### src/wireworld_grid_engine_macros.svh
// Assertion macros for the WireWorld grid engine.
// Used by the top level only; expects i_clk and i_rst_n in scope.
`ifndef WIREWORLD_GRID_ENGINE_MACROS_SVH
`define WIREWORLD_GRID_ENGINE_MACROS_SVH

// A combinational condition that must hold at every clock edge.
`define WWG_ASSERT_ALWAYS(label, cond, msg) \
    label: assert property (@(posedge i_clk) disable iff (!i_rst_n) (cond)) \
        else $error(msg);

// A condition that, once seen, must be followed by another in the next cycle.
`define WWG_ASSERT_NEXT(label, ante, cons, msg) \
    label: assert property (@(posedge i_clk) disable iff (!i_rst_n) \
        (ante) |=> (cons)) else $error(msg);

`endif

### src/wwg_pkg.sv
// Shared types and codes for the WireWorld grid engine.
// No dependencies; imported by every module of the block.
package wwg_pkg;

    localparam int KIND_W = 3;
    localparam int ROW_W  = 6;
    localparam int COL_W  = 6;

    typedef logic [1:0] t_cell;

    localparam t_cell CELL_EMPTY = 2'd0;
    localparam t_cell CELL_WIRE  = 2'd1;
    localparam t_cell CELL_HEAD  = 2'd2;
    localparam t_cell CELL_TAIL  = 2'd3;

    typedef logic [KIND_W-1:0] t_kind;

    localparam t_kind KIND_WRITE = 3'd0;
    localparam t_kind KIND_READ  = 3'd1;
    localparam t_kind KIND_STEP  = 3'd2;
    localparam t_kind KIND_CLEAR = 3'd3;
    localparam t_kind KIND_STRIP = 3'd4;

    typedef enum logic [1:0] {
        SWP_STEP,
        SWP_CLEAR,
        SWP_STRIP
    } t_sweep_mode;

    typedef enum logic [2:0] {
        ST_IDLE,
        ST_WRITE,
        ST_SWEEP,
        ST_LOOKUP,
        ST_RESULT
    } t_state;

endpackage

### src/wwg_window.sv
// Sliding 3x3 neighborhood over the raster-ordered cell stream of a sweep,
// and the next-value rule for the center cell. Depends on wwg_pkg.
module wwg_window #(
    parameter int GRID_ROWS = 64,
    parameter int GRID_COLS = 64,
    parameter int RW        = 6,
    parameter int CLW       = 6
) (
    input  logic                 i_clk,
    input  logic                 i_push,
    input  wwg_pkg::t_cell       i_push_cell,
    input  wwg_pkg::t_sweep_mode i_mode,
    input  logic [RW-1:0]        i_row,
    input  logic [CLW-1:0]       i_col,
    output wwg_pkg::t_cell       o_next_cell
);
    import wwg_pkg::*;

    localparam int LINE_LEN = 2 * GRID_COLS + 3;

    // Entry 0 is the newest cell; the center sits one row and one cell back.
    t_cell      r_line [LINE_LEN];
    t_cell      center;
    logic [7:0] head_bit;
    logic [3:0] heads;
    logic       up, down, left, right;

    always_ff @(posedge i_clk) begin
        if (i_push) begin
            r_line[0] <= i_push_cell;
            for (int i = 1; i < LINE_LEN; i++) begin
                r_line[i] <= r_line[i-1];
            end
        end
    end

    always_comb begin
        center = r_line[GRID_COLS + 1];
        up     = (i_row != '0);
        down   = (32'(i_row) < GRID_ROWS - 1);
        left   = (i_col != '0);
        right  = (32'(i_col) < GRID_COLS - 1);

        head_bit[0] = down  && right && (r_line[0] == CELL_HEAD);
        head_bit[1] = down           && (r_line[1] == CELL_HEAD);
        head_bit[2] = down  && left  && (r_line[2] == CELL_HEAD);
        head_bit[3] = right          && (r_line[GRID_COLS] == CELL_HEAD);
        head_bit[4] = left           && (r_line[GRID_COLS + 2] == CELL_HEAD);
        head_bit[5] = up    && right && (r_line[2 * GRID_COLS] == CELL_HEAD);
        head_bit[6] = up             && (r_line[2 * GRID_COLS + 1] == CELL_HEAD);
        head_bit[7] = up    && left  && (r_line[2 * GRID_COLS + 2] == CELL_HEAD);

        heads = '0;
        for (int i = 0; i < 8; i++) begin
            heads = heads + 4'(head_bit[i]);
        end

        case (i_mode)
            SWP_STEP: begin
                case (center)
                    CELL_HEAD: o_next_cell = CELL_TAIL;
                    CELL_TAIL: o_next_cell = CELL_WIRE;
                    CELL_WIRE: o_next_cell = (heads == 4'd1 || heads == 4'd2) ?
                                             CELL_HEAD : CELL_WIRE;
                    default:   o_next_cell = CELL_EMPTY;
                endcase
            end
            SWP_STRIP: o_next_cell = (center != CELL_EMPTY) ? CELL_WIRE : CELL_EMPTY;
            default:   o_next_cell = CELL_EMPTY;
        endcase
    end

endmodule

### config.mk
export PLATFORM = sky130hd
export DESIGN_NAME = wwg_window
export DESIGN_NICKNAME = d
export VERILOG_FILES = /design/src/wireworld_grid_engine_macros.svh /design/src/wwg_pkg.sv /design/src/wwg_window.sv
export SDC_FILE = /design/constraint.sdc
export NUM_CORES = 1
export LEC_CHECK = 0
export BUFFER_PORTS_ARGS = -buffer_cell sky130_fd_sc_hd__buf_2
export CELL_PAD_IN_SITES_DETAIL_PLACEMENT = 1
export CELL_PAD_IN_SITES_GLOBAL_PLACEMENT = 1
export CORE_MARGIN = 2
export CORE_UTILIZATION = 49
export CTS_CLUSTER_DIAMETER = 80
export CTS_CLUSTER_SIZE = 28
export DETAILED_ROUTE_END_ITERATION = 8
export GPL_TIMING_DRIVEN = 1
export PLACE_DENSITY = 0.73
export SKIP_CTS_REPAIR_TIMING = 1
export SYNTH_ARGS = -nofsm -noshare
export SYNTH_HDL_FRONTEND = slang
export SYNTH_SLANG_ARGS = --single-unit
### constraint.sdc
create_clock -name i_clk -period 5.88 [get_ports i_clk]
set_clock_uncertainty 0.15 [all_clocks]
set_input_delay 0.588 -clock i_clk [delete_from_list [all_inputs] [get_ports i_clk]]
set_output_delay 0.588 -clock i_clk [all_outputs]
set_load 0.05 [all_outputs]
==> impl_results.md, run 1 <==
* Sort of element at the start of the critical path: flip-flop
* Routed len/inst at 18.1 microns
* Ordered cell list for the critical path: or4b_2 -> fa_1 -> inv_1 -> fa_1 -> fa_1 -> ha_1 -> fa_1 -> xnor2_1 -> a21o_1 -> o31ai_1 -> buf_2
* Switching power as a share of total power at 18.9%
* Mean cell area of the mapped netlist at 27.2 sq um
* Most frequent cell on the critical path: sky130_fd_sc_hd__fa_1
* Synthesized cell area at 8200 sq um
* Antenna violations before repair at 1
* Via count of the first global-routing pass at 2872
* Instance count of the mapped netlist at 302
* Fin nets at 363
* Flip-flop count of the largest register after layout at 262
* Crit-path max cell delay at 710 ps
* Final cycle utilization of the critical path at 94.8%
* Vias post-DR at 2797
* TritonCTS sink count at 262
* Highest-delay cell along the critical path: sky130_fd_sc_hd__or4b_2
* DIE AREA at 17800 sq um
* DIE WIDTH at 133 microns
* GRT Overall Usage at 12.2%
* Result of the run: finished, final reports clean
* Clk slew on worst S/H paths at 90 ps
* Routed length on met1 at 4960 microns
* Diodes inserted at 0
* Post-synthesis sequential area ratio at 95.9%
* Buffer cell driving the clock tree root: sky130_fd_sc_hd__clkbuf_16
* Die outline height at 133 microns
* Routability-driven placement congestion ratio at 0.810
* TritonCTS clock tree: yes
* Power per Cell Area at 360 nW/um^2
* Final Cell Area at 8950 sq um
* Met3 wire length at 372 microns
* Clock insertion delay at the later pin of the skew report at 470 ps
* Buffers on Ports at 19
* Top register by number of flip-flops: r_line
* Layout area overhead at 9.14%
* Clock Power Share at 28.6%
* Worst slack, placed at 367 ps
* DR iter-0 viols at 254
* Total clock buffers created by CTS at 13
* Hold Slack at 135 ps
* Core outline area at 16500 sq um
* Gate power share at 3.0%
* Amount of wire on met2 after detailed routing at 4520 microns
* RSZ-0062 raised after global routing: false
* VDD IR max at 235 uV
* Cell area after placement at 8600 sq um
* Type of destination of the critical path: output pin
* Setup violation total in the final timing report at 0
* Count of max-cap constraint violations at 0
* Number of nets in the synthesized netlist at 327
* Ratio of cells with drive above 1 in the final layout at 12.1%
* Initial Util at 49.8%
* Setup TNS at 0 ps
* Yosys warnings at 0
* Largest fanout on the critical path at 2
* Number of hold violations in the final report at 0
* Worst path setup slack after routing at 305 ps
* Regs by FF count: r_line: 262 flops
* Final Critical Period at 5580 ps
* Antenna violation net count after detailed routing at 0
* Highest metal used: met5
* Worst path top cell family by delay: adder cells
* First-pass detailed-route iteration total at 4
* DRC Markers at 0
* Crit path buffers/inverters at 2
* Leak pwr at 2.96 nW
* Global-route wire length before repair at 16600 microns
* Detailed-route vias per instance at 5.01
* Total congestion overflow after global routing at 0
* Sum of routed wire length over all layers at 10100 microns
* Critical setup path kind: reg -> out
* Number of synthesized register bits at 262
* Post-synthesis cell type count at 19
* Worst hold path class: in -> reg
* Relative slew slack at 38.5%
* Worst-case clock buffer depth at 3
* H-tree depth at 1
* Highest Clock Rate at 0.179 GHz
* HPWL after DPL at 5350 microns
* Net Sw Power at 0.000611 W
* Core Rows at 47
* Ports at 20
* Worst EP required at 5140 ps
* Arrival time reported for the critical path endpoint at 4840 ps
* Design internal power at 0.00261 W
* Pin count of the biggest net entering global routing at 108
* Relative contribution of sequential cells to total power at 68.4%
* Final max-slew violation count at 0
* Measured slew at the worst slew-check pin at 922 ps
[cell families after synthesis]
kind of cell             after synthesis  share of synthesized area, %
XOR/XNOR                               1                         0.107
buffers and inverters                  4                         0.183
AND/OR/NAND/NOR                       24                          1.97
flip-flops                           262                          95.9
AO/OA/AOI/OAI                          4                         0.397
adder cells (fa/ha/maj)                7                          1.43
[layer usage]
layer | vias up | global-route usage [%]
met3 | 21 | 2.89
li1 | 1279 | -
met4 | 2 | 3.61
met2 | 32 | 17.6
met1 | 1463 | 18.8
met5 | - | 0
[placed cells by master (no fill, tap or decap), types with 2 or more instances in the layout]
| cell | n |
|---|---|
| sky130_fd_sc_hd__ha_1 | 3 |
| sky130_fd_sc_hd__clkbuf_16 | 13 |
| sky130_fd_sc_hd__or4_1 | 2 |
| sky130_fd_sc_hd__fa_1 | 4 |
| sky130_fd_sc_hd__buf_2 | 18 |
| sky130_fd_sc_hd__nor4b_1 | 3 |
| sky130_fd_sc_hd__nand4_1 | 2 |
| sky130_fd_sc_hd__nand2_1 | 3 |
| sky130_fd_sc_hd__edfxtp_1 | 262 |
| sky130_fd_sc_hd__nor2_1 | 5 |
| sky130_fd_sc_hd__buf_4 | 2 |
| sky130_fd_sc_hd__nand3b_1 | 2 |
| sky130_fd_sc_hd__nor3b_1 | 2 |
| sky130_fd_sc_hd__nor3_2 | 2 |
| sky130_fd_sc_hd__inv_1 | 4 |
| sky130_fd_sc_hd__or3b_2 | 2 |
[cell usage after synthesis]
cell,number,share of area [%]
sky130_fd_sc_hd__nand4_1,2,0.15
sky130_fd_sc_hd__xnor2_1,1,0.11
sky130_fd_sc_hd__nor4b_1,3,0.32
sky130_fd_sc_hd__nor2_1,5,0.23
sky130_fd_sc_hd__fa_1,4,0.98
sky130_fd_sc_hd__o41a_1,1,0.14
sky130_fd_sc_hd__ha_1,3,0.46
sky130_fd_sc_hd__nor3_2,2,0.24
sky130_fd_sc_hd__a21o_1,1,0.092
sky130_fd_sc_hd__or3b_2,2,0.21
sky130_fd_sc_hd__o31ai_1,1,0.092
sky130_fd_sc_hd__nand2_1,3,0.14
sky130_fd_sc_hd__nand3b_1,2,0.18
sky130_fd_sc_hd__inv_1,4,0.18
sky130_fd_sc_hd__a31oi_1,1,0.076
sky130_fd_sc_hd__edfxtp_1,262,96
sky130_fd_sc_hd__or4b_2,1,0.12
sky130_fd_sc_hd__nor3b_1,2,0.18
sky130_fd_sc_hd__or4_1,2,0.18
[power groups by stage]
stage	combinational (W)	sequential, W	clock [W]
3_5_place_dp	0.0000994	0.00225	0
4_1_cts	0.0000982	0.00221	0.000966
3_3_place_gp	0.0000877	0.00224	0
6_report	0.0000962	0.00221	0.000923
2_1_floorplan	0.0000430	0.00223	0
5_1_grt	0.000107	0.00222	0.00101
[worst paths after layout]
path / from / end / cells past startpoint / slack [ps]
hold reg to reg: r_line[71][0] / r_line[72][0] / 0 / 270
setup / recovery: r_line[0][0] / o_next_cell[1] / 11 / 300
setup reg to reg: r_line[2][1] / r_line[3][1] / 0 / 4980
hold / removal: i_push_cell[1] / r_line[0][1] / 1 / 130
[final cells by class]
type / count / area, sq um
Timing Repair Buffer: 21 / 120
Multi-Input combinational cell: 36 / 320
Clock buffer: 13 / 325
Tap cell: 220 / 275
Inverter: 4 / 15.0
Fill cell: 1361 / 7510
Clock inverter: 2 / 28.8
Sequential cell: 262 / 7870
[through the flow]
stage	utilization (%)	cells	power [W]
floorplan	-	302	0.00227
global placement	52.2	543	0.00233
detailed placement	52.2	543	0.00235
CTS	54.4	558	0.00327
global route	54.4	558	0.00334
finish	54.4	558	0.00323
Note: power is estimated with default switching activity, not from simulation.
==> run 2, diff against run 1 <==
Settings changed: CORE_UTILIZATION 49 to 30, PLACE_DENSITY 0.73 to 0.5.
==> run 2 against run 1 <==
Total power rose by 0.74%; critical endpoint unchanged; first-iteration DRC count shrank 0.79%; clock-buffer cell count did not move.
==> impl_results.md, run 2 (synthesis gave the netlist of run 1 again) <==
* Result of the run: finished, final reports clean
* Clock insertion delay at the later pin of the skew report at 470 ps
* Buffers on Ports at 19
* VDD IR max at 173 uV
* Antenna violation net count after detailed routing at 0
* Setup violation total in the final timing report at 0
* Layout area overhead at 10.9%
* # fillers at 2595
* Ratio of cells with drive above 1 in the final layout at 12.4%
* Final Critical Period at 5600 ps
* Worst-case clock buffer depth at 3
* Largest fanout on the critical path at 2
* Final max-slew violation count at 0
* RSZ-0062 raised after global routing: false
* Routability-driven placement congestion ratio at 0.665
* DRC Markers at 0
* Relative slew slack at 26.2%
* Die outline height at 169 microns
* Area occupied by multi-input gates at 320 sq um
* DIE WIDTH at 169 microns
* GRT Overall Usage at 7.90%
* Inst Count DP at 664
* Leak pwr at 2.95 nW
* Clk slew on worst S/H paths at 100 ps
* Number of hold violations in the final report at 0
* Arrival time reported for the critical path endpoint at 4860 ps
* Total congestion overflow after global routing at 0
* HPWL after DPL at 5260 microns
* Type of destination of the critical path: output pin
* Highest-count cells in the layout ignoring fill and taps: sky130_fd_sc_hd__edfxtp_1 (262), sky130_fd_sc_hd__buf_2 (18), sky130_fd_sc_hd__clkbuf_16 (13)
* Sum of routed wire length over all layers at 10800 microns
* Via count of the first global-routing pass at 2887
* Number of non-filler instances in the completed layout at 680
* Total clock buffers created by CTS at 13
* Measured slew at the worst slew-check pin at 1110 ps
* Vias post-DR at 2841
* Sort of element at the start of the critical path: flip-flop
* Regs by FF count: r_line: 262 flops
* Worst EP required at 5140 ps
* Ports at 20
* Final cycle utilization of the critical path at 95.2%
* Diodes inserted at 0
* Highest Clock Rate at 0.179 GHz
* Worst slack, placed at 358 ps
* Core Rows at 60
* Flip-flop count of the largest register after layout at 262
* Fin nets at 363
* DIE AREA at 28700 sq um
* Most common library cell in the layout ignoring fill and taps: sky130_fd_sc_hd__edfxtp_1
* Worst path setup slack after routing at 283 ps
* Antenna violations before repair at 0
* Core outline area at 26900 sq um
* Worst hold path class: in -> reg
* Initial Util at 30.5%
* TritonCTS clock tree: yes
* Routed len/inst at 15.9 microns
* Detailed-route vias per instance at 4.18
* Top register by number of flip-flops: r_line
* First-pass detailed-route iteration total at 5
* Sequential Area at 7870 sq um
* Pin count of the biggest net entering global routing at 151
* Buffer cell driving the clock tree root: sky130_fd_sc_hd__clkbuf_16
* Count of max-cap constraint violations at 0
* Setup TNS at 0 ps
* Global-route wire length before repair at 17600 microns
* DR iter-0 viols at 252
* Critical setup path kind: reg -> out
* Power per Cell Area at 357 nW/um^2
* TritonCTS sink count at 262
* H-tree depth at 1
## run 2: cell count changes in the layout (fill, tap and decap cells not counted), sizes merged
cell	before	now
clkinvlp	0	2
inv	6	5
## run 2: path summary, 6_finish.rpt
kind	slack, ps	to	startpoint	depth (start not counted)
worst max register to register	4900	r_line[66][0]	r_line[65][0]	0
worst max-delay path	280	o_next_cell[1]	r_line[0][0]	11
worst min register to register	270	r_line[32][1]	r_line[31][1]	0
worst min-delay path	150	r_line[0][1]	i_push_cell[1]	1
## run 2: metrics by stage
stage / utilization [%] / instance area, sq um / hold slack [ps] / power, W
global route: 33.9 / 9100 / 131 / 0.00338
global placement: 32.6 / 8750 / 254 / 0.00234
floorplan: - / 8200 / 250 / 0.00227
detailed placement: 32.6 / 8750 / 255 / 0.00235
finish: 33.9 / 9100 / 154 / 0.00325
CTS: 33.9 / 9100 / 136 / 0.00331
## run 2: routing by layer
layer | routed length (microns) | track usage (%) | vias to the layer above | share of wire [%]
met5 | 0 | 0 | - | 0
met2 | 4170 | 9.76 | 55 | 39
met1 | 5920 | 13.4 | 1493 | 55
met3 | 469 | 1.70 | 16 | 4.3
li1 | - | - | 1277 | -
met4 | 241 | 2.53 | 0 | 2.2
## run 2: final cells by class
type	count	share of cell area (%)
Tap cell	341	4.69
Timing Repair Buffer	21	1.32
Clock buffer	13	3.58
Clock inverter	3	0.261
Sequential cell	262	86.5
Multi-Input combinational cell	36	3.52
Inverter	4	0.165
## run 2: where the power goes
| group | switching, W | internal (W) | leakage (nW) |
|---|---|---|---|
| logic | 0.0000718 | 0.0000297 | 0.219 |
| registers | 0.0000331 | 0.00217 | 2.56 |
| clock network | 0.000535 | 0.000408 | 0.165 |
## run 2: worst max-delay path: stages (launching register included)
cell and delay (ps):
sky130_fd_sc_hd__edfxtp_1 420, sky130_fd_sc_hd__or4b_2 700, sky130_fd_sc_hd__fa_1 550, sky130_fd_sc_hd__inv_1 50
sky130_fd_sc_hd__fa_1 520, sky130_fd_sc_hd__fa_1 500, sky130_fd_sc_hd__ha_1 240, sky130_fd_sc_hd__fa_1 470
sky130_fd_sc_hd__xnor2_1 140, sky130_fd_sc_hd__a21o_1 220, sky130_fd_sc_hd__o31ai_1 260, sky130_fd_sc_hd__buf_2 300
==> run 3, diff against run 2 <==
Settings changed: BUFFER_PORTS_ARGS -buffer_cell sky130_fd_sc_hd__buf_2 to -buffer_cell sky130_fd_sc_hd__buf_4, CORE_ASPECT_RATIO set to 1.5, CTS_CLUSTER_DIAMETER 80 to 50.
==> run 3 against run 2 <==
Cell count grew 4.1%; die area hardly changed; worst setup slack got worse by 17 ps; clock power rose by 78%; core utilization is 2.0 points higher; critical path depth is the same; hold slack got worse by 70 ps; routed wire length rose by 1.1%; first-iteration DRC count increased by 30%; largest power group unchanged; highest routed layer unchanged.
==> impl_results.md, run 3 (synthesis gave the netlist of run 1 again) <==
* Detailed-route vias per instance at 4.11
* Core outline area at 27000 sq um
* Flip-flop count of the largest register after layout at 262
* Highest-count cells in the layout ignoring fill and taps: sky130_fd_sc_hd__edfxtp_1 (262), sky130_fd_sc_hd__clkbuf_16 (25), sky130_fd_sc_hd__buf_4 (18)
* Final total power at 0.00399 W
* Final Critical Period at 5610 ps
* Vias post-DR at 2913
* Routability-driven placement congestion ratio at 0.701
* Area occupied by multi-input gates at 320 sq um
* Result of the run: finished, final reports clean
* Global-route wire length before repair at 18000 microns
* Setup violation total in the final timing report at 0
* Die outline height at 207 microns
* Diodes inserted at 0
* Most common library cell in the layout ignoring fill and taps: sky130_fd_sc_hd__edfxtp_1
* Highest Clock Rate at 0.178 GHz
* HPWL after DPL at 4800 microns
* Clk slew on worst S/H paths at 80 ps
* Sequential Area at 7870 sq um
* Count of max-cap constraint violations at 0
* Sum of routed wire length over all layers at 10900 microns
* Regs by FF count: r_line: 262 flops
* # fillers at 2606
* H-tree depth at 1
* DR iter-0 viols at 328
* Sort of element at the start of the critical path: flip-flop
* Ratio of cells with drive above 1 in the final layout at 18.9%
* Worst-case clock buffer depth at 3
* DRC Markers at 0
* Measured slew at the worst slew-check pin at 1140 ps
* Largest fanout on the critical path at 2
* Buffers on Ports at 19
* Crit-path max cell delay at 710 ps
* Core Rows at 74
* Type of destination of the critical path: output pin
* Critical setup path kind: reg -> out
* First-pass detailed-route iteration total at 4
* Number of hold violations in the final report at 0
* Final max-slew violation count at 0
* Worst EP required at 5140 ps
* RSZ-0062 raised after global routing: false
* Crit path buffers/inverters at 2
* Most frequent cell on the critical path: sky130_fd_sc_hd__fa_1
* GRT Overall Usage at 7.94%
* Clock insertion delay at the later pin of the skew report at 530 ps
* Layout area overhead at 18.1%
* Power per Cell Area at 412 nW/um^2
* Initial Util at 30.3%
* Final Cell Area at 9690 sq um
* Worst hold path class: in -> reg
* Ordered cell list for the critical path: or4b_2 -> fa_1 -> inv_1 -> fa_1 -> fa_1 -> ha_1 -> fa_1 -> xnor2_1 -> a21o_1 -> o41a_1 -> buf_4
* Setup TNS at 0 ps
* VDD IR max at 261 uV
* Final core utilization at 35.8%
* DIE WIDTH at 139 microns
* Highest-delay cell along the critical path: sky130_fd_sc_hd__or4b_2
* Ports at 20
* Total clock buffers created by CTS at 24
* Final cycle utilization of the critical path at 95.5%
* Antenna violations before repair at 0
* Top register by number of flip-flops: r_line
* Leak pwr at 3.23 nW
* DIE AREA at 28700 sq um
* Antenna violation net count after detailed routing at 0
* Relative slew slack at 24.2%
* Worst path top cell family by delay: adder cells
* Buffer cell driving the clock tree root: sky130_fd_sc_hd__clkbuf_16
* Routed len/inst at 15.4 microns
* Total congestion overflow after global routing at 0
* Fin nets at 373
* Cell area after placement at 8800 sq um
* Arrival time reported for the critical path endpoint at 4880 ps
* Pin count of the biggest net entering global routing at 155
* TritonCTS clock tree: yes
* Via count of the first global-routing pass at 3041
* TritonCTS sink count at 262
-- run 3: where the power goes --
| part | total [W] | leakage (nW) | switching [W] | internal [W] |
|---|---|---|---|---|
| Clock | 0.00168 | 0.431 | 0.000763 | 0.000920 |
| Sequential | 0.00221 | 2.56 | 0.0000332 | 0.00217 |
| Combinational | 0.0000995 | 0.233 | 0.0000656 | 0.0000339 |
| Total | 0.00399 | 3.23 | 0.000862 | 0.00313 |
-- run 3: worst paths after layout --
path,cells after the start,from,slack (ps),to
setup / recovery,11,r_line[0][0],270,o_next_cell[0]
hold / removal,1,i_push_cell[0],80,r_line[0][0]
setup reg to reg,0,r_line[2][1],5000,r_line[3][1]
hold reg to reg,0,r_line[5][0],260,r_line[6][0]
-- run 3: metal layers --
layer  track usage, %  vias up  part of all wire (%)
met3             1.97       29                   4.2
met4             3.72        0                   3.2
met2             10.6       37                    42
met1             12.1     1527                    51
met5                0        -                     0
li1                 -     1320                     -
-- run 3: cell type report --
type                       count  share of cell area, %
multi-input combinational     36                   3.31
tap                          342                   4.42
clock inverter                19                   2.69
timing repair buffer          20                   1.76
sequential                   262                   81.2
clock buffer                  25                   6.46
inverter                       4                  0.155
-- run 3: per-stage QoR --
stage / setup slack [ps] / hold slack (ps) / instances
2_1_floorplan: 43.4 / 250 / 302
3_3_place_gp: 398 / 258 / 664
3_5_place_dp: 352 / 255 / 664
4_1_cts: 178 / 52.8 / 708
5_1_grt: 95.7 / 55.4 / 708
6_report: 266 / 84.7 / 708
